## src/rtl/core/trin_pkg.sv

```systemverilog
`default_nettype none

package trin_pkg;

    // Internal arithmetic width: aligned ends can exceed 32 bits before wrap.
    localparam int DW = 34;

    typedef struct packed {
        logic          go;
        logic [DW-1:0] dividend;
        logic [DW-1:0] divisor;
    } div_req_t;

    typedef struct packed {
        logic          busy;
        logic          done;
        logic [DW-1:0] quot;
        logic [DW-1:0] rem;
    } div_rsp_t;

    // Reduction intervals in seconds; unused slots are zero and never qualify.
    function automatic logic [16:0] reduction_iv(input logic [5:0] slot);
        logic [16:0] r;
        case (slot)
            6'd0:    r = 17'd10;
            6'd1:    r = 17'd20;
            6'd2:    r = 17'd30;
            6'd3:    r = 17'd60;
            6'd4:    r = 17'd120;
            6'd5:    r = 17'd300;
            6'd6:    r = 17'd600;
            6'd7:    r = 17'd900;
            6'd8:    r = 17'd1200;
            6'd9:    r = 17'd1800;
            6'd10:   r = 17'd3600;
            6'd11:   r = 17'd7200;
            6'd12:   r = 17'd10800;
            6'd13:   r = 17'd14400;
            6'd14:   r = 17'd21600;
            6'd15:   r = 17'd28800;
            6'd16:   r = 17'd43200;
            6'd17:   r = 17'd86400;
            default: r = 17'd0;
        endcase
        return r;
    endfunction

endpackage

`default_nettype wire

```

## src/rtl/core/time_range_interval_normalizer.sv

```systemverilog
`default_nettype none

// Channel  Dir  Handshake          Payload
// s_*      in   s_tvalid/s_tready  tdata: range_start, range_end, native_interval,
//                                  sample_limit
// m_*      out  m_tvalid/m_tready  tdata: aligned_start, aligned_end, chosen_interval;
//                                  tuser: span_error
//
// Divisions: a single-bucket zero span needs none. Otherwise the shared radix-2
// divider does three divisions for plain alignment (two in single-bucket mode),
// up to two per reduction table entry, one for the fallback and two more to
// realign.
// Reset: asynchronous, active low; clears the sequencer and the output valid.
// Stalls: a finished item waits in the output register while the next item
// is taken; the sequencer holds in its last step until that register is free.
module time_range_interval_normalizer
    import trin_pkg::*;
#(
    parameter int TABLE_ENTRIES = 18
)
(
    input  wire logic         clk,
    input  wire logic         rst_n,
    input  wire logic         s_tvalid,
    output logic              s_tready,
    input  wire logic [119:0] s_tdata,  // range_start, range_end, native_interval,
                                        // sample_limit, 4 zero bits
    output logic              m_tvalid,
    input  wire logic         m_tready,
    output logic [95:0]       m_tdata,  // aligned_start, aligned_end, chosen_interval
    output logic              m_tuser   // span_error
);

    localparam int IW = $clog2(TABLE_ENTRIES + 1);

    typedef enum logic [3:0] {
        S_IDLE, S_DIVW, S_AL_S, S_AL_E, S_SPAN, S_WALK,
        S_MOD, S_CNT, S_FALL, S_FINISH
    } state_t;

    state_t        state_reg;
    state_t        ret_reg;
    logic [DW-1:0] st_reg;
    logic [DW-1:0] en_reg;
    logic [DW-1:0] iv_reg;
    logic [DW-1:0] span_reg;
    logic [16:0]   tgt_reg;
    logic [19:0]   lim_reg;
    logic [IW-1:0] idx_reg;
    logic          single_reg;
    logic          pass_reg;
    logic          err_reg;
    logic          div_go_reg;
    logic [DW-1:0] div_a_reg;
    logic [DW-1:0] div_b_reg;
    logic          m_tvalid_reg;
    logic [95:0]   m_tdata_reg;
    logic          m_tuser_reg;

    div_req_t div_req;
    div_rsp_t div_rsp;

    logic [31:0]   in_start;
    logic [31:0]   in_end;
    logic [31:0]   in_native;
    logic [19:0]   in_limit;
    logic [DW-1:0] in_s;
    logic [DW-1:0] in_e;
    logic [DW-1:0] in_iv;
    logic [DW-1:0] al_end;
    logic [16:0]   tbl_r;
    logic [DW-1:0] tbl_w;

    assign in_start  = s_tdata[31:0];
    assign in_end    = s_tdata[63:32];
    assign in_native = s_tdata[95:64];
    assign in_limit  = s_tdata[115:96];

    // Clamp an end before the start to the start.
    assign in_s  = {2'b00, in_start};
    assign in_e  = (in_end < in_start) ? in_s : {2'b00, in_end};
    assign in_iv = (in_native == 32'd0) ? DW'(10) : {2'b00, in_native};

    // Round up: add one interval less the remainder when off the grid.
    assign al_end = (div_rsp.rem == '0) ? en_reg : en_reg - div_rsp.rem + iv_reg;

    assign tbl_r = reduction_iv(6'(idx_reg));
    assign tbl_w = DW'(tbl_r);

    assign div_req.go       = div_go_reg;
    assign div_req.dividend = div_a_reg;
    assign div_req.divisor  = div_b_reg;

    trin_div u_div (
        .clk   (clk),
        .rst_n (rst_n),
        .req   (div_req),
        .rsp   (div_rsp)
    );

    always_ff @(posedge clk or negedge rst_n)
    begin
        if (!rst_n)
        begin
            state_reg    <= S_IDLE;
            ret_reg      <= S_IDLE;
            div_go_reg   <= 1'b0;
            m_tvalid_reg <= 1'b0;
        end
        else
        begin
            // Drop the output item once taken, unless a new one is loaded now.
            if (m_tvalid_reg && m_tready && state_reg != S_FINISH)
            begin
                m_tvalid_reg <= 1'b0;
            end
            case (state_reg)
                S_IDLE:
                begin
                    if (s_tvalid)
                    begin
                        lim_reg    <= in_limit;
                        single_reg <= (in_limit == 20'd1);
                        pass_reg   <= 1'b0;
                        st_reg     <= in_s;
                        if (in_limit == 20'd1 && in_e == in_s)
                        begin
                            // Zero span in single-bucket mode: pass inputs through.
                            en_reg    <= {2'b00, in_end};
                            iv_reg    <= {2'b00, in_native};
                            err_reg   <= 1'b1;
                            state_reg <= S_FINISH;
                        end
                        else
                        begin
                            en_reg     <= in_e;
                            err_reg    <= 1'b0;
                            iv_reg     <= (in_limit == 20'd1) ? in_e - in_s : in_iv;
                            div_a_reg  <= in_s;
                            div_b_reg  <= (in_limit == 20'd1) ? in_e - in_s : in_iv;
                            div_go_reg <= 1'b1;
                            ret_reg    <= S_AL_S;
                            state_reg  <= S_DIVW;
                        end
                    end
                end
                S_DIVW:
                begin
                    // The launch pulse lasts one cycle.
                    div_go_reg <= 1'b0;
                    if (div_rsp.done)
                    begin
                        state_reg <= ret_reg;
                    end
                end
                S_AL_S:
                begin
                    st_reg     <= st_reg - div_rsp.rem;
                    div_a_reg  <= en_reg;
                    div_b_reg  <= iv_reg;
                    div_go_reg <= 1'b1;
                    ret_reg    <= S_AL_E;
                    state_reg  <= S_DIVW;
                end
                S_AL_E:
                begin
                    en_reg <= al_end;
                    if (single_reg)
                    begin
                        iv_reg    <= al_end - st_reg;
                        state_reg <= S_FINISH;
                    end
                    else if (pass_reg)
                    begin
                        state_reg <= S_FINISH;
                    end
                    else
                    begin
                        span_reg   <= al_end - st_reg;
                        div_a_reg  <= al_end - st_reg;
                        div_b_reg  <= iv_reg;
                        div_go_reg <= 1'b1;
                        ret_reg    <= S_SPAN;
                        state_reg  <= S_DIVW;
                    end
                end
                S_SPAN:
                begin
                    if (lim_reg != 20'd0 && div_rsp.quot > DW'(lim_reg))
                    begin
                        idx_reg   <= '0;
                        tgt_reg   <= '0;
                        state_reg <= S_WALK;
                    end
                    else
                    begin
                        state_reg <= S_FINISH;
                    end
                end
                S_WALK:
                begin
                    if (idx_reg == IW'(TABLE_ENTRIES))
                    begin
                        if (tgt_reg == '0)
                        begin
                            div_a_reg  <= span_reg;
                            div_b_reg  <= DW'(lim_reg);
                            div_go_reg <= 1'b1;
                            ret_reg    <= S_FALL;
                            state_reg  <= S_DIVW;
                        end
                        else
                        begin
                            // Take the last qualifying entry.
                            iv_reg     <= DW'(tgt_reg);
                            pass_reg   <= 1'b1;
                            div_a_reg  <= st_reg;
                            div_b_reg  <= DW'(tgt_reg);
                            div_go_reg <= 1'b1;
                            ret_reg    <= S_AL_S;
                            state_reg  <= S_DIVW;
                        end
                    end
                    else if (tbl_w <= iv_reg)
                    begin
                        idx_reg <= idx_reg + 1'b1;
                    end
                    else
                    begin
                        div_a_reg  <= tbl_w;
                        div_b_reg  <= iv_reg;
                        div_go_reg <= 1'b1;
                        ret_reg    <= S_MOD;
                        state_reg  <= S_DIVW;
                    end
                end
                S_MOD:
                begin
                    if (div_rsp.rem != '0)
                    begin
                        idx_reg   <= idx_reg + 1'b1;
                        state_reg <= S_WALK;
                    end
                    else
                    begin
                        tgt_reg    <= tbl_r;
                        div_a_reg  <= span_reg;
                        div_b_reg  <= tbl_w;
                        div_go_reg <= 1'b1;
                        ret_reg    <= S_CNT;
                        state_reg  <= S_DIVW;
                    end
                end
                S_CNT:
                begin
                    if (div_rsp.quot <= DW'(lim_reg))
                    begin
                        iv_reg     <= tbl_w;
                        pass_reg   <= 1'b1;
                        div_a_reg  <= st_reg;
                        div_b_reg  <= tbl_w;
                        div_go_reg <= 1'b1;
                        ret_reg    <= S_AL_S;
                        state_reg  <= S_DIVW;
                    end
                    else
                    begin
                        idx_reg   <= idx_reg + 1'b1;
                        state_reg <= S_WALK;
                    end
                end
                S_FALL:
                begin
                    // Keep the first alignment when span/limit is under twice the interval.
                    if ({1'b0, div_rsp.quot} < {iv_reg, 1'b0})
                    begin
                        state_reg <= S_FINISH;
                    end
                    else
                    begin
                        iv_reg     <= div_rsp.quot;
                        pass_reg   <= 1'b1;
                        div_a_reg  <= st_reg;
                        div_b_reg  <= div_rsp.quot;
                        div_go_reg <= 1'b1;
                        ret_reg    <= S_AL_S;
                        state_reg  <= S_DIVW;
                    end
                end
                S_FINISH:
                begin
                    // Hold until the output register is free.
                    if (!m_tvalid_reg || m_tready)
                    begin
                        m_tdata_reg  <= {iv_reg[31:0], en_reg[31:0], st_reg[31:0]};
                        m_tuser_reg  <= err_reg;
                        m_tvalid_reg <= 1'b1;
                        state_reg    <= S_IDLE;
                    end
                end
                default:
                begin
                    state_reg <= S_IDLE;
                end
            endcase
        end
    end

    assign s_tready = (state_reg == S_IDLE);
    assign m_tvalid = m_tvalid_reg;
    assign m_tdata  = m_tdata_reg;
    assign m_tuser  = m_tuser_reg;

    // The divider finishes only while the sequencer waits for it.
    a_done_in_wait: assert property (@(posedge clk) disable iff (!rst_n)
        div_rsp.done |-> state_reg == S_DIVW)
        else $error("divider finished outside wait step");

    // No item is taken while a division is still running.
    a_idle_quiet: assert property (@(posedge clk) disable iff (!rst_n)
        state_reg == S_IDLE |-> !div_rsp.busy)
        else $error("divider busy while idle");

    // Every launch starts the divider in the next cycle.
    a_launch: assert property (@(posedge clk) disable iff (!rst_n)
        div_go_reg |=> div_rsp.busy)
        else $error("division launch lost");

endmodule

`default_nettype wire

```

## src/rtl/core/trin_div.sv

```systemverilog
`default_nettype none

// Restoring divider, one quotient bit per cycle.
module trin_div
    import trin_pkg::*;
(
    input  wire logic     clk,
    input  wire logic     rst_n,
    input  wire div_req_t req,
    output div_rsp_t      rsp
);

    logic [DW-1:0]          quo_reg;
    logic [DW-1:0]          rem_reg;
    logic [DW-1:0]          dvs_reg;
    logic [$clog2(DW+1)-1:0] cnt_reg;
    logic                   busy_reg;
    logic                   done_reg;

    logic [DW:0]   shifted;
    logic          ge;
    logic [DW-1:0] rem_next;

    assign shifted  = {rem_reg, quo_reg[DW-1]};
    assign ge       = shifted >= {1'b0, dvs_reg};
    assign rem_next = ge ? DW'(shifted - {1'b0, dvs_reg}) : shifted[DW-1:0];

    always_ff @(posedge clk or negedge rst_n)
    begin
        if (!rst_n)
        begin
            busy_reg <= 1'b0;
            done_reg <= 1'b0;
            cnt_reg  <= '0;
        end
        else
        begin
            done_reg <= 1'b0;
            if (req.go)
            begin
                quo_reg  <= req.dividend;
                dvs_reg  <= req.divisor;
                rem_reg  <= '0;
                cnt_reg  <= ($clog2(DW+1))'(DW);
                busy_reg <= 1'b1;
            end
            else if (busy_reg)
            begin
                rem_reg <= rem_next;
                quo_reg <= {quo_reg[DW-2:0], ge};
                cnt_reg <= cnt_reg - 1'b1;
                if (cnt_reg == ($clog2(DW+1))'(1))
                begin
                    busy_reg <= 1'b0;
                    done_reg <= 1'b1;
                end
            end
        end
    end

    assign rsp.busy = busy_reg;
    assign rsp.done = done_reg;
    assign rsp.quot = quo_reg;
    assign rsp.rem  = rem_reg;

endmodule

`default_nettype wire

```

## config.mk

```make
export PLATFORM = sky130hd
export DESIGN_NAME = time_range_interval_normalizer
export DESIGN_NICKNAME = d
export VERILOG_FILES = /design/src/rtl/core/trin_pkg.sv /design/src/rtl/core/time_range_interval_normalizer.sv /design/src/rtl/core/trin_div.sv
export SDC_FILE = /design/constraint.sdc
export NUM_CORES = 1
export LEC_CHECK = 0
export ABC_AREA = 0
export BUFFER_PORTS_ARGS = -buffer_cell sky130_fd_sc_hd__buf_2
export CAP_MARGIN = 20
export CORE_UTILIZATION = 39
export DETAILED_ROUTE_END_ITERATION = 10
export SLEW_MARGIN = 20
export SYNTH_ARGS = -nofsm -noshare
export SYNTH_HDL_FRONTEND = slang
export SYNTH_SLANG_ARGS = --single-unit
```

## constraint.sdc

```tcl
create_clock -name clk -period 7.8 [get_ports clk]
set_input_delay 1.56 -clock clk [delete_from_list [all_inputs] [get_ports clk]]
set_output_delay 1.56 -clock clk [all_outputs]
set_load 0.01 [all_outputs]
```

---- Word level (Yosys, flattened, before mapping) ----
Memory sizes are Yosys's and may differ from the RTL's. A register that Yosys moved wholly into a read port is not among the register bits.
Cells that the tools add are included.
storage, ports and cells
  bits in latches ......................... 0
  logic and storage cells ................. 210
  bits in registers ....................... 466
  memory bits (read-only) ................. 512
  input port bits ......................... 124
  memories kept ........................... 1
  bits in writable memories ............... 0
cells by class
  bitwise logic cells ..................... 2
  mux-type cells .......................... 101
  shift-type cells ........................ 0
  $mul .................................... 0
  divide/modulo/power cells ............... 0
  add/sub/neg operators ................... 8
  equality and inequality tests ........... 32
  magnitude comparators ................... 6
  reductions and logical operators ........ 36
memory list
  name              words  bits a word  read ports  clocked after Yosys merged registers in  write ports  RTL line        text
  (name not given)  32     16           1           1                                        0            trin_pkg.sv:24  case (slot)
operators by type and width
  operator            count
  $mux 34             32
  $pmux 34 s7         2
  $pmux 34 s5         1
  $pmux 34 s2         2
  $sub 34x34->34      4
  $mux 32             3
  $mux 4              20
  $pmux 4 s10         1
  $ge 35x34->1        1
  $lt 34x35->1        1
  $add 34x34->34      1
  $gt 34x20->1        1
  $le 17x34->1        1
  $le 34x20->1        1
  $logic_not 34->1    1
  $mux 17             2
  $pmux 17 s2         1
  $reduce_bool 34->1  1
  $sub 32x32->33      1
  $eq 32x32->1        1
  $logic_not 32->1    1
  $lt 32x32->1        1
  $ne 2x2->1 const B  16
  $mux 5              6
  other kinds (39)    83

---- Logic depth before layout (Yosys ltp) ----
  word-level depth ........................ 7
  depth in mapped cells ................... 26
  depth with buffers taken out ............ 26

---- Cells and area by module ----
From an unflattened synthesis, not the netlist that was laid out.
second synthesis, totals
  cell total of the unflattened synthesis .. 3662
  area, all modules ....................... 35051.1 um^2
modules (own cells, without submodules)
  module                          area each (um^2)  instances  cells an instance  seq. area each (um^2)
  time_range_interval_normalizer  28275.9           1          3012               10930.5
  trin_div                        6775.2            1          650                3263.1

---- Least setup slack after synthesis ----
Ideal clock, no wire load.
  path kind ............................... input to register
  start ................................... in s_tdata[19]
  end ..................................... reg div_a_reg[0], enable pin
  required time ........................... 7.305 ns
  setup slack ............................. -0.304 ns
  path buffers ............................ 3
  data arrival time ....................... 7.609 ns
  stages .................................. 20
  library setup time ...................... 0.495 ns
  path through ............................ inv_1 ha_1 and3_1 a211o_1 o221ai_1 a21oi_1 o31ai_1 a21oi_1 clkbuf_1 clkbuf_1 nand2_1 o21ai_0 ha_1 clkbuf_2 and4_1 nand4_1 nor4_2 a21oi_1 nand4_1 nor2_1
on the way
  cells in the longest elaborated chain, start to end .. 6
RTL lines
  what                             RTL line                               text
  start: declaration               time_range_interval_normalizer.sv:26   input wire logic [119:0] s_tdata,
  $lt 32x32->1                     time_range_interval_normalizer.sv:81   assign in_e = (in_end < in_start) ? in_s : {2'b00, in_end};
  $mux 32                          time_range_interval_normalizer.sv:81
  $eq 32x32->1 (*)                 time_range_interval_normalizer.sv:126  if (in_limit == 20'd1 && in_e == in_s)
  $logic_and 1x1->1 (*)            time_range_interval_normalizer.sv:126
  $ne 2x2->1 (no line) (*)         n/a
  $reduce_and 10->1 (no line) (*)  n/a
  end signal: assignment           time_range_interval_normalizer.sv:139  div_a_reg <= in_s;
  end signal: assignment           time_range_interval_normalizer.sv:159  div_a_reg <= en_reg;
  end signal: assignment           time_range_interval_normalizer.sv:180  div_a_reg <= al_end - st_reg;
  end: declaration                 time_range_interval_normalizer.sv:54   logic [DW-1:0] div_a_reg;
Every way passes the cells marked *; elsewhere a longest branch is shown, timed or not.
A chain may end at the register's enable or synchronous reset.

---- Worst setup path after layout ----
  start ................................... in s_tdata[11]
  end ..................................... reg div_b_reg[21] (data pin)
on the way
  cells in the longest elaborated chain, start to end .. 7
RTL lines
  what                    RTL line                               text
  $lt 32x32->1            time_range_interval_normalizer.sv:81
  $mux 32                 time_range_interval_normalizer.sv:81
  $sub 32x32->33 (*)      time_range_interval_normalizer.sv:140  div_b_reg <= (in_limit == 20'd1) ? in_e - in_s : in_iv;
  $mux 34 (*)             time_range_interval_normalizer.sv:140
  $mux 34 (*)             time_range_interval_normalizer.sv:126
  $mux 34 (*)             time_range_interval_normalizer.sv:120  if (s_tvalid)
  $pmux 34 s7 (*)         time_range_interval_normalizer.sv:117  case (state_reg)
  end signal: assignment  time_range_interval_normalizer.sv:140
  end signal: assignment  time_range_interval_normalizer.sv:160  div_b_reg <= iv_reg;
  end signal: assignment  time_range_interval_normalizer.sv:181  div_b_reg <= iv_reg;
  end: declaration        time_range_interval_normalizer.sv:55   logic [DW-1:0] div_b_reg;
Every way passes the cells marked *; elsewhere a longest branch is shown, timed or not. The select of a mux whose other input is x is not followed.

==> impl_metrics.yaml <==
yosys:
  synth_mux_area_share_pct: 3.30
  syn_area_per_cell_um2: 9.73
  synth_top_family_by_area: "compound AO/OA/AOI/OAI gates"
  synthXorXnorAreaFrac_pct: 3.73
  syn_area_um2: 34200
  yosysWarnings: 0
  synth-async-reset-ratio_pct: 3.74
  synth-compound-area-share_pct: 20.2
  synth-seq-area-share_pct: 41.5
  yosys.area_share.simple_pct: 13.4
  synth_nets: 3950
  ys.flop_type: "edfxtp_1"
  yosys.area.top_type: "edfxtp_1"
  synthTopCellsByCount: "447 x edfxtp_1, 347 x nand2_1, 339 x inv_1"
  synth_most_common_cell: "edfxtp_1"
  ys_ff_latch: 481
  synth-edff-count: 447
  yosysTopAreaCellShare_pct: 39.3
  synth_cell_type_count: 105
  syn_inst: 3512
  synth_area_leaders: "edfxtp_1 39%, ha_1 10%, nand2_1 3.8%"
  synthAdderAreaFrac_pct: 12.3
timing:
  maxSlewHeadroom_pct: 20.8
  setup_tns_ns: 0
  setup_viol: 0
  rsz0062_at_grt: "false"
  worst_pin_slew_ns: 1.19
  finalHoldViolCount: 0
  finalCriticalPeriod_ns: 6.84
  skew_ns: 0.0422
  min_period_over_period_pct: 87.6
  finalMaxSlewViolations: 0
  clock.fmax_ghz: 0.146
placement:
  portBuffers: 218
  routabilityCongestion: 1.01
  hpwl_um: 100000
setup_path:
  cp-start-kind: "primary input"
  endpoint_kind: "flip-flop"
  reg2reg_to: "div_a_reg[33]"
  worstRegToRegCells: 21
  r2r-start: "iv_reg[11]"
  endpoint: "div_b_reg[21]"
  rrSetupSlack_ns: 1.06
  critical_path_class: "primary input to flip-flop"
  cp.required_ns: 8.17
  crit_path_max_fanout: 66
  crit_arrival_ns: 7.21
  crit_start: "s_tdata[11]"
layout:
  fill_cells: 8339
  syn2layout_area_growth_pct: 14.3
  largest_reg_flops: 96
  fin_nets: 4164
  layout-drive-gt1-share_pct: 13.6
floorplan:
  start_util_pct: 39.4
  die_w_um: 298
  boundaryPins: 223
  rows: 108
  die_area_um2: 88800
  core-area_um2: 86800
  die_height_um: 298
grt:
  grt_pass1_wl_um: 186000
  overflow: 0
  track_usage_pct: 28.4
  grt_max_degree: 76
  antenna_found_initial: 18
  grt_pass1_vias: 27357
clock_tree:
  cts_post_setup_buffers_inserted: 0
  cts_resized: 0
  insertion_delay_ns: 0.67
  cts_made_buffers: 57
  h-tree-depth: 2
  cts_tree: "yes"
  clock-sinks: 481
  clock_path_buffers: 3
  cts_root_buf: "clkbuf_16"
  clk_pin_slew_worst_paths_ns: 0.06
  holdBufCountCts: 0
flow_run:
  cap_violations: 0
route:
  drc: 0
  drtAntennaViolNets: 0
  dr.pass1.iters: 10
  routed_wl_um: 129000
  wl_per_cell_um: 26.2
  viasPerCell: 6.00
  vias: 29635
  drtIter0Drc: 3882
hold_path:
  min_from: "div_b_reg[15]"
  hp-class: "flip-flop to flip-flop"
status:
  outcome: "completed"
-- through the flow --
step	std cells	worst slack, ns	utilization (%)	hold slack, ns	area, um^2
6_report	4939	0.964	45.0	0.384	39100
5_1_grt	4934	0.694	45.0	0.404	39000
4_1_cts	4929	1.15	45.0	0.383	39000
3_5_place_dp	4821	0.519	42.5	0.405	36900
3_3_place_gp	4821	0.480	42.5	0.401	36900
2_1_floorplan	3512	0.836	-	0.400	34200
-- worst min path at each step --
stage	end	slack, ns	cells past startpoint
2_1_floorplan	m_tuser	0.40	0
3_3_place_gp	u_div.dvs_reg[17]	0.40	0
3_5_place_dp	u_div.dvs_reg[9]	0.40	0
4_1_cts	u_div.dvs_reg[15]	0.38	0
5_1_grt	u_div.dvs_reg[15]	0.40	0
6_report	u_div.dvs_reg[15]	0.38	0
-- critical path, stage by stage --
cell	delay (ns)
buf_2	0.16
inv_1	0.10
ha_1	0.34
a21oi_1	0.23
o211ai_1	0.15
a211oi_1	0.21
nor4_1	0.10
buf_4	0.16
o31ai_1	0.64
a21oi_4	0.11
buf_12	0.21
nand2_1	0.11
o21ai_0	0.08
ha_1	0.42
and4_1	0.31
nand4_1	0.25
a211oi_1	0.60
nor2_1	0.19
o31ai_1	0.24
a21oi_1	0.11
xnor2_1	0.19
mux2_2	0.29
a222oi_1	0.29
inv_1	0.07
-- cell type report --
| type | instances | area, um^2 | area share (%) |
|---|---|---|---|
| multi-input cells | 2546 | 18200 | 46.6 |
| flip-flops and latches | 481 | 14200 | 36.4 |
| repair buffers | 297 | 1750 | 4.47 |
| clock buffers | 62 | 1460 | 3.73 |
| well taps | 1155 | 1450 | 3.70 |
| inverters | 343 | 1290 | 3.30 |
| clock inverters | 46 | 686 | 1.76 |
| diodes | 9 | 22.5 | 0.0577 |
-- cells by family after synthesis --
group	after synthesis
adder cells (fa/ha/maj)	314
AO/OA/AOI/OAI	1010
multiplexers	104
AND/OR/NAND/NOR	974
buffers and inverters	485
flip-flops	481
XOR/XNOR	144
-- cells in the final DEF (no fill, tap or decap), types with 29 or more instances in the layout --
cell type	n
edfxtp_1	447
nand2_1	347
inv_1	339
ha_1	277
nor2_1	236
o21ai_0	221
a21oi_1	220
buf_2	218
a21o_1	102
xnor2_1	90
buf_4	74
mux2i_1	59
nand3_1	58
clkbuf_16	57
a222oi_1	54
nor3_1	53
a211oi_1	53
xor2_1	53
nor4_1	43
mux2_2	41
o21a_1	40
nor2b_1	38
nand4_1	37
fa_1	37
nand2b_1	34
a31oi_1	31
and3_1	29
-- layer usage --
metal,track usage (%),up-vias,share of wire (%)
met2,40.2,1568,41
met4,10.6,16,4.1
li1,-,13481,-
met1,41.7,14335,43
met5,0,-,0.080
met3,6.62,235,12
Power is not shown: default switching activity piles up to over one toggle a cycle in this logic, so the estimate is an artifact.
